**config.mk**
```make
export PLATFORM = sky130hd
export DESIGN_NAME = xmodem_crc_receiver
export DESIGN_NICKNAME = d
export VERILOG_FILES = /design/src/hw/rtl/xcr_pkg.sv /design/src/hw/rtl/xcr_csr.sv /design/src/hw/rtl/xcr_engine.sv /design/src/hw/rtl/xmodem_crc_receiver.sv
export SDC_FILE = /design/constraint.sdc
export NUM_CORES = 1
export LEC_CHECK = 0
export ABC_AREA = 1
export BUFFER_PORTS_ARGS = -buffer_cell sky130_fd_sc_hd__buf_2
export CAP_MARGIN = 20
export CORE_MARGIN = 10
export CORE_UTILIZATION = 51
export DETAILED_ROUTE_END_ITERATION = 8
export PLACE_DENSITY = 0.7
export SLEW_MARGIN = 20
export SYNTH_ARGS = -nofsm -noshare
export SYNTH_HDL_FRONTEND = slang
export SYNTH_SLANG_ARGS = --single-unit
```
**constraint.sdc**
```tcl
create_clock -name clock -period 12.5 [get_ports clock]
set_input_delay 1.25 -clock clock [delete_from_list [all_inputs] [get_ports clock]]
set_output_delay 1.25 -clock clock [all_outputs]
set_load 0.01 [all_outputs]
```
**src/hw/rtl/xcr_pkg.sv**
```systemverilog
// Shared types, byte codes and the CRC-16 byte step for the XMODEM-CRC receiver.
// No dependencies; every other file of the block imports this package.
package xcr_pkg;

   localparam int unsigned XCR_ADDR_WIDTH = 32;

   // opcodes of an input item
   localparam logic [1:0] OP_START = 2'd0;
   localparam logic [1:0] OP_BYTE  = 2'd1;
   localparam logic [1:0] OP_TICK  = 2'd2;

   // status codes of a result item
   localparam logic [2:0] ST_BUSY     = 3'd0;
   localparam logic [2:0] ST_COMPLETE = 3'd1;
   localparam logic [2:0] ST_TIMEOUT  = 3'd2;
   localparam logic [2:0] ST_BAD_BLK  = 3'd3;
   localparam logic [2:0] ST_BAD_CMP  = 3'd4;
   localparam logic [2:0] ST_BAD_CRC  = 3'd5;
   localparam logic [2:0] ST_NO_START = 3'd6;

   // register indexes
   localparam logic [1:0] REG_DEST_BASE     = 2'd0;
   localparam logic [1:0] REG_SHORT_TIMEOUT = 2'd1;
   localparam logic [1:0] REG_LONG_TIMEOUT  = 2'd2;
   localparam logic [1:0] REG_MAX_POLLS     = 2'd3;

   // line bytes
   localparam logic [7:0] B_SOH  = 8'h01;
   localparam logic [7:0] B_STX  = 8'h02;
   localparam logic [7:0] B_EOT  = 8'h04;
   localparam logic [7:0] B_ACK  = 8'h06;
   localparam logic [7:0] B_NAK  = 8'h15;
   localparam logic [7:0] B_POLL = 8'h43;

   localparam logic [15:0] CRC_POLY = 16'h1021;

   localparam logic [9:0] SHORT_BLOCK_LAST = 10'd127;
   localparam logic [9:0] LONG_BLOCK_LAST  = 10'd1023;
   localparam logic [31:0] SHORT_BLOCK_SIZE = 32'd128;
   localparam logic [31:0] LONG_BLOCK_SIZE  = 32'd1024;

   localparam logic [31:0] RST_DEST_BASE     = 32'd0;
   localparam logic [15:0] RST_SHORT_TIMEOUT = 16'd1500;
   localparam logic [15:0] RST_LONG_TIMEOUT  = 16'd5000;
   localparam logic [5:0]  RST_MAX_POLLS     = 6'd30;

   typedef struct packed {
      logic [1:0] opcode;
      logic [7:0] rx_byte;
   } xcr_req_type;

   typedef struct packed {
      logic        tx_valid;
      logic [7:0]  tx_byte;
      logic        wr_valid;
      logic [31:0] wr_addr;
      logic [7:0]  wr_data;
      logic        packet_ok;
      logic [2:0]  status;
      logic [31:0] byte_count;
   } xcr_rsp_type;

   typedef struct packed {
      logic [31:0] dest_base;
      logic [15:0] short_timeout_ticks;
      logic [15:0] long_timeout_ticks;
      logic [5:0]  max_polls;
   } xcr_cfg_type;

   // CRC-16/XMODEM, one byte, MSB first
   function automatic logic [15:0] crc_byte(input logic [15:0] crc, input logic [7:0] data);
      logic [15:0] c;
      c = crc ^ {data, 8'h00};
      for (int k = 0; k < 8; k++) begin
         if (c[15]) begin
            c = {c[14:0], 1'b0} ^ CRC_POLY;
         end else begin
            c = {c[14:0], 1'b0};
         end
      end
      return c;
   endfunction

endpackage

```
**src/hw/rtl/xcr_csr.sv**
```systemverilog
// Configuration registers of the XMODEM-CRC receiver.
// Depends on xcr_pkg for the register indexes, reset values and xcr_cfg_type.
module xcr_csr
   import xcr_pkg::*;
(
   input  logic        clock,
   input  logic        reset,
   input  logic        wr_en,
   input  logic [1:0]  wr_index,
   input  logic [31:0] wr_data,
   output xcr_cfg_type cfg
);

   xcr_cfg_type cfg_ff;
   xcr_cfg_type cfg_in;

   always_comb begin
      cfg_in = cfg_ff;
      if (wr_en) begin
         case (wr_index)
            REG_DEST_BASE:     cfg_in.dest_base = wr_data;
            REG_SHORT_TIMEOUT: cfg_in.short_timeout_ticks = wr_data[15:0];
            REG_LONG_TIMEOUT:  cfg_in.long_timeout_ticks = wr_data[15:0];
            REG_MAX_POLLS:     cfg_in.max_polls = wr_data[5:0];
            default:           cfg_in = cfg_ff;
         endcase
      end
   end

   always_ff @(posedge clock) begin
      if (reset) begin
         cfg_ff.dest_base           <= RST_DEST_BASE;
         cfg_ff.short_timeout_ticks <= RST_SHORT_TIMEOUT;
         cfg_ff.long_timeout_ticks  <= RST_LONG_TIMEOUT;
         cfg_ff.max_polls           <= RST_MAX_POLLS;
      end else begin
         cfg_ff <= cfg_in;
      end
   end

   assign cfg = cfg_ff;

endmodule

```
**src/hw/rtl/xcr_engine.sv**
```systemverilog
// Protocol state machine of the XMODEM-CRC receiver: one event per step,
// with the CRC byte update and the payload address. Depends on xcr_pkg.
module xcr_engine
   import xcr_pkg::*;
#(
   parameter int unsigned ADDR_WIDTH = XCR_ADDR_WIDTH
) (
   input  logic        clock,
   input  logic        reset,
   input  logic        step_valid,
   input  xcr_req_type step_item,
   input  xcr_cfg_type cfg,
   output logic        res_valid,
   output xcr_rsp_type res_item
);

   typedef enum logic [2:0] {
      PH_IDLE = 3'd0,
      PH_POLL = 3'd1,
      PH_BLK  = 3'd2,
      PH_CMP  = 3'd3,
      PH_DATA = 3'd4,
      PH_CRCH = 3'd5,
      PH_CRCL = 3'd6,
      PH_HEAD = 3'd7
   } phase_type;

   localparam logic [31:0] AddrMask =
      (ADDR_WIDTH >= 32) ? 32'hFFFF_FFFF : 32'(((64'd1 << ADDR_WIDTH) - 64'd1));

   phase_type   phase_ff, phase_in;
   logic [5:0]  poll_count_ff, poll_count_in;
   logic [15:0] wait_timer_ff, wait_timer_in;
   logic [7:0]  expected_block_ff, expected_block_in;
   logic        long_block_ff, long_block_in;
   logic [9:0]  byte_index_ff, byte_index_in;
   logic [15:0] crc_value_ff, crc_value_in;
   logic [31:0] write_offset_ff, write_offset_in;

   logic [15:0] timer_next;
   logic [15:0] limit;
   logic [9:0]  last_index;
   logic [31:0] block_size;
   logic [31:0] payload_addr;
   logic [7:0]  b;

   assign b          = step_item.rx_byte;
   assign timer_next = (wait_timer_ff == 16'hFFFF) ? wait_timer_ff : wait_timer_ff + 16'd1;
   assign limit      = (phase_ff == PH_HEAD) ? cfg.long_timeout_ticks : cfg.short_timeout_ticks;
   assign last_index = long_block_ff ? LONG_BLOCK_LAST : SHORT_BLOCK_LAST;
   assign block_size = long_block_ff ? LONG_BLOCK_SIZE : SHORT_BLOCK_SIZE;
   assign payload_addr =
      (cfg.dest_base + write_offset_ff + {22'd0, byte_index_ff}) & AddrMask;

   always_comb begin
      phase_in          = phase_ff;
      poll_count_in     = poll_count_ff;
      wait_timer_in     = wait_timer_ff;
      expected_block_in = expected_block_ff;
      long_block_in     = long_block_ff;
      byte_index_in     = byte_index_ff;
      crc_value_in      = crc_value_ff;
      write_offset_in   = write_offset_ff;
      res_valid         = 1'b0;
      res_item          = '0;

      if (step_valid) begin
         if (step_item.opcode == OP_START) begin
            phase_in          = PH_POLL;
            poll_count_in     = 6'd1;
            wait_timer_in     = '0;
            expected_block_in = 8'd1;
            long_block_in     = 1'b0;
            byte_index_in     = '0;
            crc_value_in      = '0;
            write_offset_in   = '0;
            res_valid         = 1'b1;
            res_item.tx_valid = 1'b1;
            res_item.tx_byte  = B_POLL;
         end else if (phase_ff != PH_IDLE && step_item.opcode == OP_TICK) begin
            wait_timer_in = timer_next;
            if (timer_next >= limit) begin
               wait_timer_in = '0;
               res_valid     = 1'b1;
               if (phase_ff == PH_POLL) begin
                  if (poll_count_ff >= cfg.max_polls) begin
                     phase_in        = PH_IDLE;
                     res_item.status = ST_NO_START;
                  end else begin
                     poll_count_in     = poll_count_ff + 6'd1;
                     res_item.tx_valid = 1'b1;
                     res_item.tx_byte  = B_POLL;
                  end
               end else begin
                  phase_in        = PH_IDLE;
                  res_item.status = ST_TIMEOUT;
               end
            end
         end else if (phase_ff != PH_IDLE && step_item.opcode == OP_BYTE) begin
            wait_timer_in = '0;
            case (phase_ff)
               PH_POLL, PH_HEAD: begin
                  if (b == B_SOH || b == B_STX) begin
                     long_block_in = (b == B_STX);
                     phase_in      = PH_BLK;
                  end else if (phase_ff == PH_HEAD) begin
                     if (b == B_EOT) begin
                        phase_in          = PH_IDLE;
                        res_valid         = 1'b1;
                        res_item.tx_valid = 1'b1;
                        res_item.tx_byte  = B_ACK;
                        res_item.status   = ST_COMPLETE;
                     end
                  end else begin
                     // stray byte while polling counts as a failed poll
                     res_valid = 1'b1;
                     if (poll_count_ff >= cfg.max_polls) begin
                        phase_in        = PH_IDLE;
                        res_item.status = ST_NO_START;
                     end else begin
                        poll_count_in     = poll_count_ff + 6'd1;
                        res_item.tx_valid = 1'b1;
                        res_item.tx_byte  = B_POLL;
                     end
                  end
               end
               PH_BLK: begin
                  if (b != expected_block_ff) begin
                     phase_in          = PH_IDLE;
                     res_valid         = 1'b1;
                     res_item.tx_valid = 1'b1;
                     res_item.tx_byte  = B_NAK;
                     res_item.status   = ST_BAD_BLK;
                  end else begin
                     phase_in = PH_CMP;
                  end
               end
               PH_CMP: begin
                  if (b != ~expected_block_ff) begin
                     phase_in        = PH_IDLE;
                     res_valid       = 1'b1;
                     res_item.status = ST_BAD_CMP;
                  end else begin
                     crc_value_in  = '0;
                     byte_index_in = '0;
                     phase_in      = PH_DATA;
                  end
               end
               PH_DATA: begin
                  crc_value_in  = crc_byte(crc_value_ff, b);
                  byte_index_in = byte_index_ff + 10'd1;
                  if (byte_index_ff == last_index) begin
                     phase_in = PH_CRCH;
                  end
                  res_valid         = 1'b1;
                  res_item.wr_valid = 1'b1;
                  res_item.wr_addr  = payload_addr;
                  res_item.wr_data  = b;
               end
               PH_CRCH: begin
                  if (b != crc_value_ff[15:8]) begin
                     phase_in        = PH_IDLE;
                     res_valid       = 1'b1;
                     res_item.status = ST_BAD_CRC;
                  end else begin
                     phase_in = PH_CRCL;
                  end
               end
               PH_CRCL: begin
                  res_valid = 1'b1;
                  if (b != crc_value_ff[7:0]) begin
                     phase_in        = PH_IDLE;
                     res_item.status = ST_BAD_CRC;
                  end else begin
                     write_offset_in    = write_offset_ff + block_size;
                     expected_block_in  = expected_block_ff + 8'd1;
                     byte_index_in      = '0;
                     phase_in           = PH_HEAD;
                     res_item.tx_valid  = 1'b1;
                     res_item.tx_byte   = B_ACK;
                     res_item.packet_ok = 1'b1;
                  end
               end
               default: phase_in = phase_ff;
            endcase
         end
      end
      res_item.byte_count = write_offset_in;
   end

   always_ff @(posedge clock) begin
      if (reset) begin
         phase_ff          <= PH_IDLE;
         poll_count_ff     <= '0;
         wait_timer_ff     <= '0;
         expected_block_ff <= 8'd1;
         long_block_ff     <= 1'b0;
         byte_index_ff     <= '0;
         crc_value_ff      <= '0;
         write_offset_ff   <= '0;
      end else begin
         phase_ff          <= phase_in;
         poll_count_ff     <= poll_count_in;
         wait_timer_ff     <= wait_timer_in;
         expected_block_ff <= expected_block_in;
         long_block_ff     <= long_block_in;
         byte_index_ff     <= byte_index_in;
         crc_value_ff      <= crc_value_in;
         write_offset_ff   <= write_offset_in;
      end
   end

`ifndef SYNTHESIS
   a_start_polls: assert property (@(posedge clock) disable iff (reset)
      step_valid && step_item.opcode == OP_START |=> phase_ff == PH_POLL)
      else $error("start event did not enter polling");

   a_write_in_data: assert property (@(posedge clock) disable iff (reset)
      res_valid && res_item.wr_valid |-> phase_ff == PH_DATA && !res_item.tx_valid)
      else $error("payload write outside of block data");

   a_ok_to_head: assert property (@(posedge clock) disable iff (reset)
      res_valid && res_item.packet_ok |=> phase_ff == PH_HEAD && byte_index_ff == '0)
      else $error("confirmed block did not return to header wait");

   a_offset_on_ok: assert property (@(posedge clock) disable iff (reset)
      step_valid && step_item.opcode != OP_START && !(res_valid && res_item.packet_ok)
      |=> $stable(write_offset_ff))
      else $error("byte count moved without a confirmed block");
`endif

endmodule

```
**src/hw/rtl/xmodem_crc_receiver.sv**
```systemverilog
// Top level of the XMODEM-CRC receiver: input register, protocol engine,
// result register and configuration port. Depends on xcr_pkg, xcr_csr, xcr_engine.
//
// Takes one event item per clock cycle (start, received byte, timer tick) while
// the result side is not stalled, and returns at most one result item per event.
// An event is held in the input register, then its result in the result
// register. The state machine and the CRC-16 byte step are combinational
// between those registers, so the sustained rate is one item per cycle while the result
// side is not stalled. Payload bytes leave as writes as they arrive;
// packet_ok on the ACK confirms the block, and after a failed block the
// consumer must drop that block's writes. The csr port is always ready;
// write it only while no event is in flight.
module xmodem_crc_receiver
   import xcr_pkg::*;
#(
   parameter int unsigned ADDR_WIDTH = XCR_ADDR_WIDTH
) (
   input  logic        clock,
   input  logic        reset,
   input  logic        req_valid,
   output logic        req_ready,
   input  xcr_req_type req_item,
   output logic        rsp_valid,
   input  logic        rsp_ready,
   output xcr_rsp_type rsp_item,
   input  logic        csr_valid,
   output logic        csr_ready,
   input  logic [1:0]  csr_index,
   input  logic [31:0] csr_data
);

   xcr_cfg_type cfg;

   logic        in_valid_ff, in_valid_in;
   xcr_req_type in_item_ff;
   logic        out_valid_ff, out_valid_in;
   xcr_rsp_type out_item_ff;

   logic        advance;
   logic        res_valid;
   xcr_rsp_type res_item;

   assign csr_ready = 1'b1;

   xcr_csr u_csr (
      .clock    (clock),
      .reset    (reset),
      .wr_en    (csr_valid),
      .wr_index (csr_index),
      .wr_data  (csr_data),
      .cfg      (cfg)
   );

   // item moves from input register through the engine when the result slot frees up
   assign advance   = in_valid_ff && (!out_valid_ff || rsp_ready);
   assign req_ready = !in_valid_ff || advance;

   xcr_engine #(
      .ADDR_WIDTH (ADDR_WIDTH)
   ) u_engine (
      .clock      (clock),
      .reset      (reset),
      .step_valid (advance),
      .step_item  (in_item_ff),
      .cfg        (cfg),
      .res_valid  (res_valid),
      .res_item   (res_item)
   );

   always_comb begin
      in_valid_in = in_valid_ff;
      if (req_valid && req_ready) begin
         in_valid_in = 1'b1;
      end else if (advance) begin
         in_valid_in = 1'b0;
      end
      out_valid_in = out_valid_ff;
      if (advance) begin
         out_valid_in = res_valid;
      end else if (rsp_ready) begin
         out_valid_in = 1'b0;
      end
   end

   always_ff @(posedge clock) begin
      if (reset) begin
         in_valid_ff  <= 1'b0;
         out_valid_ff <= 1'b0;
      end else begin
         in_valid_ff  <= in_valid_in;
         out_valid_ff <= out_valid_in;
      end
      if (req_valid && req_ready) begin
         in_item_ff <= req_item;
      end
      if (advance && res_valid) begin
         out_item_ff <= res_item;
      end
   end

   assign rsp_valid = out_valid_ff;
   assign rsp_item  = out_item_ff;

endmodule

```
Word-level counts from Yosys, hierarchy flattened
Index checks and enable logic that the tools add are counted.
{ "totals": {"input_bits": 49, "regBits": 260, "wordCells": 265, "out_inout_bits": 89} }
{ "classes": {"mux": 145, "bitwise_logic": 14, "addsub": 7, "eq_ne": 31, "order_cmp": 2, "n_reduce_logical": 41} }
{ "op_table": {"columns": ["op", "count"], "rows": [
  ["$mux W16", 45],
  ["$mux W32", 6],
  ["$mux W13", 8],
  ["$mux W9", 10],
  ["$mux W3", 22],
  ["$add A32 B32 Y32", 2],
  ["$mux W10", 6],
  ["$mux W54", 1],
  ["$mux W6", 9],
  ["$mux W41", 1],
  ["$mux W8", 5],
  ["$add A32 B10 Y32", 1],
  ["$ne A8 B8 Y1", 4],
  ["$pmux W16 S2", 1],
  ["$pmux W10 S3", 1],
  ["$pmux W9 S3", 1],
  ["$not A3 Y3", 8],
  ["$mux W1", 23],
  ["$pmux W3 S6", 1],
  ["$add A16 B1 Y16 const B", 1],
  ["$eq A16 B16 Y1 const B", 1],
  ["$ge A16 B16 Y1", 1],
  ["$xor A16 B16 Y16", 1],
  ["$pmux W3 S5", 1],
  ["other kinds (39)", 80]
]} }

Depth between registers and ports, before layout
{ "logic_depth": {"ltp_word": 56, "ltp_mapped": 23, "depth_no_buf": 23} }

Modules after synthesis
A second synthesis with hierarchy kept.
{ "hier_totals": {"cells_unflattened": 1962, "area_unflattened_um2": 15026.9} }
{ "by_module_without_submodules": {"columns": ["module", "cells_each", "instances", "seq_area_each_um2", "area_each_um2"], "rows": [
  ["xcr_engine", 1422, 1, 1841.8, 9142.5],
  ["xmodem_crc_receiver", 116, 1, 2922.8, 3002.9],
  ["xcr_csr", 424, 1, 1401.3, 2881.5]
]} }

Least setup slack after synthesis
OpenSTA, ideal clock, no wires.
{ "synth_timing": {"kind": "register to register", "startpoint": "register u_engine.phase_ff[2]", "endpoint": "register out_item_ff, in the netlist rsp_item[0] (enable)", "path_stages_with_launch": 16, "setup_slack_ns": 7.160, "setup_ns": 1.025, "path_buffers": 3, "period_less_slack_ns": 5.340, "t_arrival_ns": 4.315, "required_ns": 11.475, "path_cell_list": "dfxtp_1 > buf_2 > inv_2 > nor2_1 > buf_2 > buf_2 > mux2i_1 > ha_1 > nand2_1 > inv_1 > nand3_1 > inv_1 > a21oi_1 > nand2_1 > nand3_1 > nand3_1"} }
{ "synth_via": {"elab_chain_len": 9, "elab_cells_between_ends": 23, "cone_classes": "order compare: 1; eq/ne: 7; mux: 9; reduce/logical: 6"} }
{ "synth_lines": {"columns": ["element", "line", "text"], "rows": [
  ["from (decl)", "xcr_engine.sv:31", "phase_type phase_ff, phase_in;"],
  ["from (signal assigned)", "xcr_engine.sv:202", "phase_ff <= phase_in;"],
  ["parallel branches: the longest is 5 deep, another holds $ge A16 B16 Y1", null, null],
  ["$mux W1 *", "xcr_engine.sv:80", "end else if (phase_ff != PH_IDLE && step_item.opcode == OP_TICK) begin"],
  ["$mux W1 *", "xcr_engine.sv:68", "if (step_item.opcode == OP_START) begin"],
  ["$mux W1 *", "xcr_engine.sv:67", "if (step_valid) begin"],
  ["$logic_and A1 B1 Y1 *", "xmodem_crc_receiver.sv:96", "if (advance && res_valid) begin"],
  ["to (signal assigned)", "xmodem_crc_receiver.sv:97", "out_item_ff <= res_item;"],
  ["to (decl)", "xmodem_crc_receiver.sv:37", "xcr_rsp_type out_item_ff;"]
]} }
Every way passes the cells marked *.
A chain may end at the register's enable or synchronous reset.

Worst setup path in the final report
{ "layout_timing": {"startpoint": "register u_engine.wait_timer_ff[4]", "endpoint": "register out_item_ff, in the netlist rsp_item[6] (enable)"} }
{ "layout_via": {"elab_chain_len": 8, "elab_cells_between_ends": 9, "cone_classes": "add/sub: 1; order compare: 1; eq/ne: 1; mux: 5; reduce/logical: 1"} }
{ "layout_lines": {"columns": ["element", "line", "text"], "rows": [
  ["from (decl)", "xcr_engine.sv:33", "logic [15:0] wait_timer_ff, wait_timer_in;"],
  ["from (signal assigned)", "xcr_engine.sv:204", "wait_timer_ff <= wait_timer_in;"],
  ["$add A16 B1 Y16 / $eq A16 B16 Y1 (equally long branches)", "xcr_engine.sv:48", "assign timer_next = (wait_timer_ff == 16'hFFFF) ? wait_timer_ff : wait_timer_ff + 16'd1;"],
  ["$mux W16 *", "xcr_engine.sv:48", null],
  ["$ge A16 B16 Y1 *", "xcr_engine.sv:82", "if (timer_next >= limit) begin"],
  ["$mux W1 *", "xcr_engine.sv:82", null],
  ["$mux W1 *", "xcr_engine.sv:80", null],
  ["$mux W1 *", "xcr_engine.sv:68", null],
  ["$mux W1 *", "xcr_engine.sv:67", null],
  ["$logic_and A1 B1 Y1 *", "xmodem_crc_receiver.sv:96", null]
]} }
Every way passes the cells marked *; elsewhere a longest branch is shown, timed or not.

==> metrics.txt <==
Die Footprint 36000 um2; Crit-path slowest cell buf_4; NetSw 436 uW; crit end category register; cell type with the largest total area after synthesis dfxtp_1; share of layout cells above drive strength 1 12.6%; initial antenna violation count 0; mean number of vias per cell 5.38; Die H 190 um; Final Hold Fails 0; Post-synth EDFFs 93; antenna-violating nets left 0; Rel. slew slack 39.6%; Synth top area share ~22%; core area 28600 um2; synth top area cells dfxtp_1 (22%), edfxtp_1 (19%), nand2_1 (9.5%); mux cell area share after synthesis 1.02%; wire per inst 16.9 um; Worst Hold Class register to register; setup bufs post-CTS 0; fin. max-slew vios 0; # H-tree levels 1; Worst-path clk slew 0.06 ns; count of routing violations after the opening detailed-route iteration about 920; combinational family with the most area after synthesis simple AND/OR/NAND/NOR gates; simple-gate share of the synthesized area 27.6%; footprint of the multi-input gates 7600 um2; CP Launch Type register; Leakage 0.00755 uW; P&R area growth vs syn 13.2%; post-CTS sizing 0; first-pass GRT wire length ~66000 um; status finished clean; Root Buffer clkbuf_16; GR Util All Layers 22.3%; CP startpoint u_engine.wait_timer_ff[4]$_SDFFE_PP0P_; WP data arrival 4.54 ns; Worst Reg-to-Reg Cells 17; vias in the first global route 12800; final instance area 16700 um2; area occupied by registers 6080 um2; CTS Buf Count 28; sequential share of the synthesized area 41.3%; RSZ-0062 raised after global routing false; Bufs on Longest Clock Path 3; commonest non-fill, non-tap cell in the layout nand2_1; Logic pwr share 6.3%; crit-path cells nand3_1 -> nor2_1 -> nand2_1 -> nor3b_1 -> nand2_1 -> nand2_1 -> nand3_1 -> ha_1 -> nand2_1 -> inv_1 -> nand3_1 -> nor3_1 -> nand2_1 -> nand2_1 -> nand3_1 -> nand3_4 -> buf_4; VDD IR-drop max between 90 and 100 uV; Compound-Gate Fraction of Synth Area 11.7%; Pwr Density ~110 nW/um2; dpl ws 8.01 ns; Mapped Cells 1908; largest net degree at the start of global routing 83; Synth cell types 55; Area after DPL approximately 16000 um2; TritonRoute pass-1 iters 5; Routed Wire Length between 40000 and 50000 um; Synth async-reset ratio 0%; xor/xnor cell area share of the yosys netlist 2.74%; Mapped Avg Cell Area a little under 8 um2; Required @ worst endpoint 12.68 ns; cell area after synthesis 14700 um2; Seq pwr share 48.1%; via count 13100; CTS tree built; ys flop type dfxtp_1; critical path type register to register; Initial Util 51.4%; total negative slack 0 ns; switching portion of total power a little under a quarter; Sink Count 257; n_diodes 0; max_cap viols 0; Reg2Reg Launch Point u_engine.wait_timer_ff[4]$_SDFFE_PP0P_; commonest cells after routing, fill and taps aside nand2_1 (374), nor2_1 (320), inv_1 (197); final setup fails 0; grt total ovfl 0; Core Rows between 60 and 70; worst clock skew 0.0207 ns; dpl hpwl between 30000 and 40000 um; routability cong. 0.943; fraction of the mapped netlist area in adder cells 8.30%; Max Fclk approximately 230 MHz; IO Count about 140; Crit Path Max Fanout 58; Buffers on Ports 133; Clock Latency Late Sink 0.56 ns; Fill cells 2623; die width 190 um; CTS Hold Buffers Added 0; Int Pwr about 1400 uW; Residual DRC 0; min-delay src u_csr.cfg[24]$_SDFFE_PP1P_; CP max stage delay 0.68 ns; Worst Tran Pin Value 0.906 ns; final worst path period share 34.8%; hold path depth 2; fin nets 2167; most frequent CP cell nand2_1; Final WS setup between 8 and 9 ns; min Tclk post-route roughly 4.4 ns; Clk pwr share 45.7%; #FFs+latches synth 257; Yosys warnings 0
## stage by stage
step                util, %  total power (uW)  std cells  hold WS, ns
floorplan                 -               987       1910        0.428
global placement       54.8              1020       2380        0.436
detailed placement     54.8              1030       2380        0.442
CTS                    58.1              1880       2432        0.458
global route           58.2              1930       2433        0.490
finish                 58.2              1860       2433        0.456
## worst max-delay path, delay by kind of cell, from the launching register on
kind | cells | cell delay (ns)
and+or+nand+nor | 14 | 2.40
buffers and inverters | 2 | 0.73
DFF | 1 | 0.42
adders and majority gates | 1 | 0.32
## cell families (layout without fill, tap and decap cells)
kind of cell / Yosys count / in the layout
AO/OA/AOI/OAI: 307 / 307
multiplexers: 15 / 15
other: 2 / 4
buffers and inverters: 271 / 410
AND/OR/NAND/NOR: 919 / 919
flip-flops: 257 / 257
adder cells (fa/ha/maj): 91 / 91
XOR/XNOR: 46 / 46
## layout make-up
class                   count  area share (%)
clock buffers              36            4.76
repair buffers            141            4.40
clock inverters            16           0.969
well taps                 384            2.88
inverters                 217            4.90
flip-flops and latches    257            36.5
multi-input cells        1382            45.6
## registers in the layout, indices dropped and copies added, names as in the netlist
signal                      count
rsp_item                       83
u_csr.cfg                      70
u_engine.write_offset_ff       32
u_engine.crc_value_ff          16
u_engine.wait_timer_ff         16
in_item_ff                     10
u_engine.byte_index_ff         10
u_engine.expected_block_ff      8
u_engine.poll_count_ff          6
u_engine.phase_ff               3
in_valid_ff                     1
rsp_valid                       1
u_engine.long_block_ff          1
## power by group through the flow
stage	clock network [uW]	logic (uW)	registers [uW]
after floorplan	0	77.1	910
after global placement	0	113	912
after detailed placement	0	114	912
after CTS	866	115	894
after global routing	900	131	896
final	850	116	894
## cell usage after synthesis (5+ instances only)
library cell / n
nor2_4: 7
nand2_1: 374
xor2_1: 28
a21oi_1: 124
o21a_1: 6
mux2i_1: 15
buf_4: 5
nor2_1: 321
o21bai_1: 11
o21ai_0: 120
a21boi_0: 5
inv_1: 199
nand3_4: 6
nor2_2: 5
inv_2: 16
fa_1: 11
nor4_1: 6
buf_2: 15
nand4_1: 44
a22oi_1: 12
clkbuf_1: 31
edfxtp_1: 93
nand3_1: 95
o21ai_1: 5
nor3_1: 28
dfxtp_1: 164
xnor2_1: 18
ha_1: 80
nand2_4: 6
## worst paths after layout
path / to / slack [ns]
max: rsp_item[6]$_DFFE_PP_ / 8.15
min: u_csr.cfg[24]$_SDFFE_PP1P_ / 0.46
max reg2reg: rsp_item[6]$_DFFE_PP_ / 8.15
min reg2reg: u_csr.cfg[24]$_SDFFE_PP1P_ / 0.46
## metal layers
layer / vias to the layer above / global-route usage (%) / part of all wire [%]
li1: 6539 / - / -
met1: 6123 / 29.0 / 45
met2: 369 / 36.9 / 46
met3: 66 / 3.90 / 6.4
met4: 0 / 7.51 / 2.8
met5: - / 0 / 0
(Power assumes the default switching activity.)
